[src/rtl/vfcc_pkg.sv]
// shared types, constants and crc function for the voc frame crc checker
// no dependencies
package vfcc_pkg;

  localparam logic [7:0] CRC_POLY = 8'h31;
  localparam logic [7:0] CRC_INIT = 8'hFF;
  localparam logic [7:0] CRC_TOP  = 8'h80;

  localparam int unsigned POS_W = 3;
  localparam logic [POS_W-1:0] POS_STATUS = 3'd0;
  localparam logic [POS_W-1:0] CRC_SPAN   = 3'd4;  // position of the crc byte
  localparam logic [POS_W-1:0] FRAME_LEN  = 3'd5;

  typedef struct packed {
    logic [7:0] data_byte;
    logic       frame_start;
  } in_t;

  typedef struct packed {
    logic [23:0] voc_ppb;
    logic        crc_ok;
    logic        data_ready;
    logic [7:0]  status_byte;
  } out_t;

  typedef struct packed {
    logic valid;
    out_t data;
  } res_t;

  // crc-8 over one byte, msb first
  function automatic logic [7:0] crc_feed(input logic [7:0] crc, input logic [7:0] b);
    logic [7:0] c;
    c = crc ^ b;
    for (int k = 0; k < 8; k++) begin
      if ((c & CRC_TOP) != 8'h00) begin
        c = {c[6:0], 1'b0} ^ CRC_POLY;
      end else begin
        c = {c[6:0], 1'b0};
      end
    end
    return c;
  endfunction

endpackage

[src/rtl/vfcc_frame_track.sv]
// frame position, running crc and value assembly for one byte per transfer
// depends on vfcc_pkg
module vfcc_frame_track (
  input  logic                       clk,
  input  logic                       rst,
  input  logic                       take,
  input  vfcc_pkg::in_t              in_data,
  output vfcc_pkg::res_t             res,
  output logic [vfcc_pkg::POS_W-1:0] pos
);
  import vfcc_pkg::*;

  logic [POS_W-1:0] pos_eff;
  logic [7:0]       crc_acc;
  logic [7:0]       held_status;
  logic [23:0]      value_acc;
  logic             ok;
  logic             ready;

  assign pos_eff = (in_data.frame_start || pos >= FRAME_LEN) ? POS_STATUS : pos;
  assign ok      = (crc_acc == in_data.data_byte);
  assign ready   = ~held_status[0];

  always_comb begin
    res.valid            = take && (pos_eff == CRC_SPAN);
    res.data.voc_ppb     = (ok && ready) ? value_acc : 24'd0;
    res.data.crc_ok      = ok;
    res.data.data_ready  = ready;
    res.data.status_byte = held_status;
  end

  always_ff @(posedge clk) begin
    if (rst) begin
      pos         <= POS_STATUS;
      crc_acc     <= CRC_INIT;
      held_status <= 8'd0;
      value_acc   <= 24'd0;
    end else if (take) begin
      if (pos_eff == POS_STATUS) begin
        held_status <= in_data.data_byte;
        value_acc   <= 24'd0;
        crc_acc     <= crc_feed(CRC_INIT, in_data.data_byte);
        pos         <= pos_eff + 3'd1;
      end else if (pos_eff < CRC_SPAN) begin
        crc_acc   <= crc_feed(crc_acc, in_data.data_byte);
        value_acc <= {value_acc[15:0], in_data.data_byte};
        pos       <= pos_eff + 3'd1;
      end else begin
        crc_acc <= CRC_INIT;
        pos     <= POS_STATUS;
      end
    end
  end

endmodule

[config.mk]
export PLATFORM = sky130hd
export DESIGN_NAME = vfcc_frame_track
export DESIGN_NICKNAME = d
export VERILOG_FILES = /design/src/rtl/vfcc_pkg.sv /design/src/rtl/vfcc_frame_track.sv
export SDC_FILE = /design/constraint.sdc
export NUM_CORES = 1
export LEC_CHECK = 0
export ABC_AREA = 1
export BUFFER_PORTS_ARGS = -buffer_cell sky130_fd_sc_hd__buf_2
export CORE_MARGIN = 3
export CORE_UTILIZATION = 36
export CTS_CLUSTER_DIAMETER = 120
export DETAILED_ROUTE_END_ITERATION = 10
export GPL_TIMING_DRIVEN = 0
export PLACE_DENSITY = 0.67
export SYNTH_ARGS = -nofsm -noshare
export SYNTH_HDL_FRONTEND = slang
export SYNTH_SLANG_ARGS = --single-unit
[constraint.sdc]
create_clock -name clk -period 1.9 [get_ports clk]
set_input_delay 0 -clock clk [delete_from_list [all_inputs] [get_ports clk]]
set_output_delay 0 -clock clk [all_outputs]
set_load 0.01 [all_outputs]
==> impl_metrics.csv, run 1 <==
group,metric,value,unit
finish,final_cells,533,
timing,worst_pin_slew,0.615,ns
clock_network,clock_sinks,43,
yosys,ys_ff_latch,43,
status,violations,"setup timing",
timing,skew,0.00794,ns
job,maxCapViolations,0,
yosys,synth.area.mux_share,0,%
drt,via_per_inst,4.94,
yosys,syn_inst,373,
grt,overflow,0,
yosys,netlist-cell-type-count,28,
hold_path,hold_depth,3,
drt,firstDrtPassIters,5,
clock_network,cts_max_level,2,
drt,wl_per_cell,13.1,µm
hold_path,worst_hold_path_type,"input pin to register",
critical_path,r2r_slack,0.17,ns
hold_path,worstHoldStart,"in_data[8]",
yosys,synth_edf_count,0,
drt,wl,7000,µm
drt,vias,2632,
floorplanning,die_h,90.1,µm
yosys,synth_top_area_share,33.8,%
grt,gr-usage-all-layers,16.8,%
critical_path,r2r-start,"pos[0]$_SDFFE_PP0P_",
yosys,synth.most_common_cell,"nand2_1",
timing,tns,-0.450,ns
power,sw_frac_of_total,35.3,%
critical_path,r2r_cells,10,
finish,n_antenna_cell,0,
yosys,yosysTopAreaCell,"dfxtp_1",
grt,grt_max_degree,17,
finish,drive_gt1_share,29.5,%
drt,ant_nets,0,
placed_design,io_buffers,45,
power,share_comb_of_total_power,26.5,%
placed_design,place_ws,-0.199,ns
clock_network,root_buffer,"clkbuf_8",
timing,timing.hold.ws,0.0169,ns
power,seqPwrFrac,44.6,%
drt,drtIter0Drc,268,
critical_path,end_kind,"output port",
timing,period_share,103,%
grt,antenna_found_initial,0,
finish,area_delta_synth_final,29.6,%
hold_path,hold_path_end,"value_acc[7]$_SDFFE_PP0P_",
power,clkPwrFrac,28.9,%
yosys,yosysSeqAreaShare,33.8,%
power,p_per_area,686,nW/µm²
floorplanning,core-area,6830,µm²
yosys,synthSimpleGateAreaFrac,26.7,%
power,finalPower,2.26,mW
placed_design,place_congestion,0.898,
clock_network,cts_buffers,5,
yosys,ys_warn_count,0,
clock_network,insertion_delay,0.31,ns
yosys,syn_area_per_cell,6.83,µm²
yosys,synthTopCellsByCount,"nand2_1, inv_1, a21oi_1, dfxtp_1, a211oi_1",
power,p_int,1.46,mW
placed_design,numPlacedInstances,514,
critical_path,arrival,1.96,ns
drt,drcViolationCount,0,
yosys,synth_compound_area_share,18.9,%
yosys,syn_area,2550,µm²
critical_path,crit_required,1.90,ns
critical_path,worstSetupStartpointType,"register",
power,leakage,1.54,nW
yosys,synth_flop_cell,"dfxtp_1",
timing,max_freq,510,MHz
critical_path,crit_fanout,6,
status,status,"finished with violations",
timing,setup_slack,-0.0599,ns
timing,final_hold_viol_count,0,
timing,grt_setup_unrepaired,"yes",
timing,setup_viol_count_final,22,
floorplanning,pin_count,50,
floorplanning,die_x,90.1,µm
yosys,async_reset_ff_share,0,%
yosys,synth_top_family_by_area,"simple AND/OR/NAND/NOR gates",
floorplanning,start_util,37.3,%
yosys,synth_xor_area_share,5.75,%
timing,period_needed,1.96,ns
grt,grt_pass1_vias,2410,
yosys,synthTopCellsByArea,"dfxtp_1, nand2_1, a21oi_1",
timing,maxSlewHeadroom,59.0,%
power,ir_drop,0.000310,V
finish,post-route-util,48.3,%
floorplanning,dieArea,8120,µm²
placed_design,dp_hpwl,5060,µm
yosys,synth_fa_ha_area_share,1.47,%
power,p_switching,0.799,mW
clock_network,cts_tree,"yes",
critical_path,rr_endpoint,"held_status[6]$_SDFFE_PP0P_",
finish,final_cell_area,3300,µm²
grt,grt_first_pass_wirelength,11200,µm
placed_design,dpl_cell_area,2890,µm²
finish,final_nets,451,
clock_network,clockBufferDepth,2,
floorplanning,placementRows,30,
clock_network,clkTransAtPathRegs,0.09,ns
critical_path,worstSetupPathType,"register to output port",
timing,slew_violations,0,
yosys,synth_nets,388,
worst max-delay path: stages (launching register included):
cell,delay (ns)
dfxtp_4,0.38
xnor2_4,0.19
nand4_1,0.20
nor4_4,0.26
nand2_4,0.19
clkbuf_16,0.21
nor2_2,0.09
buf_2,0.13
cell type report:
type / count / area [µm²]
multi-input cells: 251 / 1460
plain buffers: 21 / 148
flip-flops and latches: 43 / 876
clock buffers: 5 / 68.8
repair buffers: 56 / 377
clock inverters: 3 / 26.3
well taps: 96 / 120
inverters: 58 / 223
fillers: 699 / 3530
worst max path at each step:
stage | start | to | depth (start not counted)
2_1_floorplan | pos[0]$_SDFFE_PP0P_ | value_acc[17]$_SDFFE_PP0P_ | 9
3_3_place_gp | pos[1]$_SDFFE_PP0P_ | value_acc[14]$_SDFFE_PP0P_ | 9
3_5_place_dp | pos[0]$_SDFFE_PP0P_ | value_acc[14]$_SDFFE_PP0P_ | 9
4_1_cts | pos[1]$_SDFFE_PP0P_ | res[34] | 9
5_1_grt | in_data[5] | res[23] | 10
6_report | crc_acc[1]$_SDFFE_PP1P_ | res[23] | 7
layer usage:
metal	track usage (%)	vias to the layer above	part of all wire [%]
li1	-	1321	-
met1	21.8	1218	46
met2	27.1	83	46
met3	4.02	10	6.3
met4	6.12	0	1.4
met5	0	-	0
cells in the final DEF (no fill, tap or decap), types with 5 or more instances in the layout:
cell type and instances:
clkbuf_8 5, clkbuf_1 7, buf_4 13, nor2_1 8
nand3_1 20, a211oi_1 23, dfxtp_2 6, inv_2 5
o21ai_0 13, nor2_4 7, xnor2_1 6, xor2_1 6
buf_6 8, a21oi_1 43, nor2_2 14, nand2_1 86
buf_2 42, inv_1 52, dfxtp_1 35, nand2_2 6
kinds of logic after synthesis:
kind of cell | after synthesis
simple gates | 150
compound gates | 83
buf+inv | 79
flops | 43
xor+xnor | 15
fa+ha+maj | 3
what timing repair did:
item / in CTS / in global routing
setup endpoints to repair: 42 / 37
endpoints found under the hold margin: 2 / 0
hold buffers: 2 / 0
cloned: 0 / 1
resized for setup: 12 / 43
pin swaps: 0 / 4
buffers inserted: 4 / 4
state kept, by name (all words and copies together) (netlist names):
register and count:
crc_acc 8, value_acc 24, pos 3, held_status 8
power groups by stage:
stage                     sequential (mW)  clock, mW  combinational, mW
final                                1.01      0.653              0.600
after global routing                 1.02      0.692              0.675
after CTS                            1.01      0.663              0.558
after detailed placement             1.03          0              0.533
after global placement               1.02          0              0.526
after floorplan                      1.03          0              0.392
(Power assumes the default switching activity.)
==> run 2, diff against run 1 <==
--- a/config.mk
+++ b/config.mk
@@ -7,6 +7,7 @@
 export LEC_CHECK = 0
 export ABC_AREA = 1
 export BUFFER_PORTS_ARGS = -buffer_cell sky130_fd_sc_hd__buf_2
+export CORE_ASPECT_RATIO = 1.1
 export CORE_MARGIN = 3
 export CORE_UTILIZATION = 36
 export CTS_CLUSTER_DIAMETER = 120
==> impl_metrics.csv, run 2 (synthesis results as in run 1) <==
group,metric,value,unit
drt,drtIter0Drc,184,
drt,wl,7280,µm
finish,final_nets,450,
power,leakage,1.56,nW
power,finalPower,2.38,mW
critical_path,end_kind,"output port",
finish,top_register,"value_acc",
timing,period_needed,1.95,ns
timing,setup_viol_count_final,16,
grt,grt_max_degree,14,
placed_design,numPlacedInstances,500,
finish,final_cells,518,
finish,largest_register_ffs,24,
status,violations,"setup timing",
critical_path,arrival,1.95,ns
grt,antenna_found_initial,0,
finish,n_fill_cell,683,
placed_design,io_buffers,45,
drt,wl_met3,283,µm
floorplanning,pin_count,50,
status,status,"finished with violations",
timing,setup_slack,-0.0466,ns
drt,drt-met1-wl,3130,µm
finish,area_delta_synth_final,33.5,%
power,ir_drop,0.000353,V
timing,max_freq,514,MHz
floorplanning,start_util,37.9,%
grt,gr-usage-all-layers,17.3,%
timing,maxSlewHeadroom,59.1,%
clock_network,root_buffer,"clkbuf_8",
finish,top_regs,"value_acc (24), crc_acc (8), held_status (8)",
critical_path,crit_required,1.90,ns
job,maxCapViolations,0,
critical_path,worstSetupStartpointType,"register",
clock_network,cts_buffers,5,
finish,n_antenna_cell,0,
critical_path,crit_fanout,7,
drt,wl_per_cell,14.0,µm
timing,slew_violations,0,
floorplanning,die_h,94.2,µm
critical_path,critPathSlowestCell,"dfxtp_2",
grt,grt_first_pass_wirelength,11200,µm
clock_network,clock_sinks,43,
finish,drive_gt1_share,29.6,%
critical_path,cp.buffers_inverters,3,
drt,ant_nets,0,
critical_path,cpLargestDelayFamily,"simple AND/OR/NAND/NOR gates",
hold_path,worst_hold_path_type,"input pin to register",
clock_network,cts_max_level,2,
drt,vias,2601,
placed_design,dp_hpwl,5140,µm
drt,highest_layer,"met4",
finish,final_common_cell,"nand2_1",
timing,worst_pin_slew,0.613,ns
clock_network,insertion_delay,0.30,ns
grt,overflow,0,
floorplanning,die_x,86.2,µm
timing,period_share,102,%
clock_network,clockBufferDepth,2,
finish,layout_common_cells,"nand2_1, inv_1, a21oi_1",
drt,via_per_inst,5.02,
critical_path,worstPathCellList,"xor2_2 -> inv_1 -> nand4_1 -> nor4_4 -> nand2_4 -> clkbuf_16 -> nor2_2 -> buf_2",
timing,grt_setup_unrepaired,"yes",
floorplanning,dieArea,8120,µm²
placed_design,place_congestion,0.925,
timing,skew,0.00446,ns
floorplanning,placementRows,31,
timing,final_hold_viol_count,0,
drt,drcViolationCount,0,
power,p_per_area,699,nW/µm²
critical_path,critPathMaxStageDelay,0.35,ns
grt,grt_pass1_vias,2399,
floorplanning,core-area,6710,µm²
drt,wl_met2,3710,µm
clock_network,clkTransAtPathRegs,0.09,ns
finish,post-route-util,50.7,%
clock_network,cts_tree,"yes",
drt,firstDrtPassIters,4,
critical_path,worstSetupPathType,"register to output port",
-- run 2: cell types whose count changed in the layout (fill, tap and decap cells not counted), moves of 2 or more --
cell / change
nor2_4: +10
inv_6: -2
nand2_2: +2
dlygate4sd3_1: -2
nor2_2: -10
buf_6: +10
clkinv_4: -2
buf_2: -9
-- run 2: metrics by stage --
step	TNS, ns	setup slack, ns	cell area, µm²	hold WS [ns]
after floorplan	0	0.144	2550	0.128
after global placement	-2.53	-0.222	2870	0.322
after detailed placement	-3.32	-0.257	2870	0.336
after CTS	-1.13	-0.0782	3060	0.00799
after global routing	-1.68	-0.0943	3400	0.0189
final	-0.297	-0.0466	3400	0.0103
-- run 2: repair_timing --
| item | in CTS | in global routing |
|---|---|---|
| hold endpoints to repair | 0 | 0 |
| resized for setup | 13 | 60 |
| hold buffers | 0 | 0 |
| pin swaps | 4 | 7 |
| setup endpoints to repair | 43 | 41 |
| gates cloned | 0 | 2 |
| setup buffers | 4 | 4 |
-- run 2: path summary, 6_finish.rpt --
check	from	endpoint	slack, ns	cells after the start
max reg2reg	pos[0]$_SDFFE_PP0P_	pos[2]$_SDFFE_PP0P_	0.14	9
max	crc_acc[0]$_SDFFE_PP1P_	res[20]	-0.05	8
min	in_data[6]	held_status[5]$_SDFFE_PP0P_	0.01	3
min reg2reg	value_acc[23]$_SDFFE_PP0P_	value_acc[23]$_SDFFE_PP0P_	0.48	2
-- run 2: cell type report --
class	count	area (µm²)	area share, %
plain buffers	21	155	4.56
clock buffers	6	82.6	2.43
clock inverters	2	35.0	1.03
inverters	58	225	6.62
multi-input cells	251	1480	43.7
flip-flops and latches	43	873	25.7
well taps	82	103	3.02
repair buffers	55	442	13.0
-- run 2: tightest hold or removal path, cell delays in order --
cell	delay, ns
buf_2	0.15
inv_2	0.06
a21oi_1	0.05
-- run 2: where the power goes --
| part | internal, mW | switching, mW |
|---|---|---|
| Sequential | 0.969 | 0.0409 |
| Combinational | 0.219 | 0.376 |
| Clock | 0.426 | 0.345 |
| Total | 1.61 | 0.761 |
-- run 2: routing by layer --
layer / track usage [%] / vias to the layer above
li1: - / 1315
met1: 21.2 / 1215
met2: 31.1 / 56
met3: 2.54 / 15
met4: 4.94 / 0
met5: 0 / -
==> run 3, diff against run 2 <==
==> constraint.sdc (replaced) <==
create_clock -name clk -period 2.3 [get_ports clk]
set_input_delay 0 -clock clk [delete_from_list [all_inputs] [get_ports clk]]
set_output_delay 0 -clock clk [all_outputs]
set_load 0.01 [all_outputs]
==> impl_metrics.csv, run 3 (synthesis results as in run 1) <==
group,metric,value,unit
finish,final_nets,440,
placed_design,dp_hpwl,5140,µm
grt,gr-usage-all-layers,17.0,%
floorplanning,dieArea,8120,µm²
drt,wl,6700,µm
floorplanning,die_x,86.2,µm
grt,grt_pass1_vias,2366,
timing,grt_setup_unrepaired,"no",
clock_network,clock_sinks,43,
drt,via_per_inst,4.90,
critical_path,crit_fanout,10,
critical_path,crit_required,2.30,ns
clock_network,cts_max_level,2,
timing,setup_viol_count_final,0,
status,status,"finished, final reports clean",
grt,overflow,0,
drt,drtIter0Drc,134,
finish,n_fill_cell,735,
floorplanning,start_util,37.9,%
clock_network,insertion_delay,0.30,ns
job,maxCapViolations,0,
finish,seqCellArea,861,µm²
timing,skew,0.00998,ns
finish,final_common_cell,"nand2_1",
finish,largest_register_ffs,24,
finish,multiInputGateArea,1350,µm²
critical_path,arrival,2.03,ns
drt,wl_per_cell,13.2,µm
critical_path,end_kind,"output port",
timing,period_share,88.2,%
critical_path,worstSetupStartpointType,"register",
drt,vias,2491,
clock_network,clockBufferDepth,2,
timing,setup_slack,0.272,ns
clock_network,cts_tree,"yes",
finish,layout_common_cells,"nand2_1, inv_1, buf_2",
clock_network,cts_buffers,5,
clock_network,root_buffer,"clkbuf_8",
power,leakage,1.46,nW
finish,n_antenna_cell,0,
finish,area_delta_synth_final,17.7,%
power,p_per_area,634,nW/µm²
finish,top_register,"value_acc",
critical_path,r2r_cells,9,
floorplanning,placementRows,31,
finish,top_regs,"value_acc (24), crc_acc (8), held_status (8)",
grt,grt_first_pass_wirelength,11000,µm
timing,maxSlewHeadroom,64.4,%
clock_network,postCtsSetupBuffers,0,
placed_design,place_ws,0.143,ns
placed_design,io_buffers,45,
critical_path,worstSetupPathType,"register to output port",
timing,final_hold_viol_count,0,
floorplanning,pin_count,50,
timing,period_needed,2.03,ns
hold_path,worst_hold_path_type,"input pin to register",
drt,ant_nets,0,
clock_network,clkTransAtPathRegs,0.09,ns
timing,tns,0,ns
timing,max_freq,493,MHz
timing,slew_violations,0,
hold_path,hold_depth,3,
finish,drive_gt1_share,23.5,%
drt,firstDrtPassIters,4,
floorplanning,die_h,94.2,µm
grt,antenna_found_initial,0,
placed_design,place_congestion,0.925,
grt,grt_max_degree,14,
drt,drcViolationCount,0,
floorplanning,core-area,6710,µm²
timing,worst_pin_slew,0.534,ns
power,ir_drop,0.000285,V
## run 3: layout make-up
| cell class | count | area share, % |
|---|---|---|
| plain buffers | 21 | 4.13 |
| clock buffers | 6 | 2.76 |
| clock inverters | 2 | 1.17 |
| inverters | 58 | 7.31 |
| multi-input cells | 251 | 45.0 |
| flip-flops and latches | 43 | 28.7 |
| well taps | 82 | 3.42 |
| repair buffers | 45 | 7.52 |
## run 3: per-stage QoR
stage	area, µm²	utilization, %	power [mW]	cells	hold WS, ns
6_report	3000	44.7	1.90	508	0.00681
3_3_place_gp	2870	42.8	1.28	500	0.322
5_1_grt	3000	44.7	2.00	508	0.0180
4_1_cts	2990	44.6	1.91	508	0.00799
2_1_floorplan	2550	-	1.17	373	0.128
3_5_place_dp	2870	42.8	1.29	500	0.336
## run 3: final timing paths
kind	end	startpoint	slack, ns
max reg2reg	value_acc[12]$_SDFFE_PP0P_	pos[0]$_SDFFE_PP0P_	0.36
min	held_status[5]$_SDFFE_PP0P_	in_data[6]	0.007
min reg2reg	value_acc[23]$_SDFFE_PP0P_	value_acc[23]$_SDFFE_PP0P_	0.48
max	res[34]	pos[0]$_SDFFE_PP0P_	0.27
## run 3: power by group
| part | internal (mW) | leakage (nW) | switching [mW] |
|---|---|---|---|
| clock | 0.352 | 0.0612 | 0.272 |
| sequential | 0.799 | 0.356 | 0.0317 |
| combinational | 0.155 | 1.04 | 0.289 |
| total | 1.31 | 1.46 | 0.593 |
## run 3: what timing repair did
item                                    CTS  global route
hold buffers                              0             0
resized for setup                         2             3
endpoints found under the setup margin    1             2
## run 3: critical path, cell delays in order (launching register included)
cell and delay [ns]:
dfxtp_1 0.38, nor2_1 0.08, o21ai_1 0.17, inv_1 0.06, nand2_1 0.10, ha_2 0.24
clkinv_2 0.14, buf_2 0.23, nor3_1 0.18, buf_2 0.16
## run 3: metal layers
| metal | GRT usage, % | up-vias | routed length [µm] |
|---|---|---|---|
| met4 | 4.94 | 0 | 125 |
| met2 | 30.7 | 66 | 3290 |
| met5 | 0 | - | 0 |
| li1 | - | 1296 | - |
| met3 | 2.54 | 13 | 328 |
| met1 | 20.7 | 1116 | 2950 |
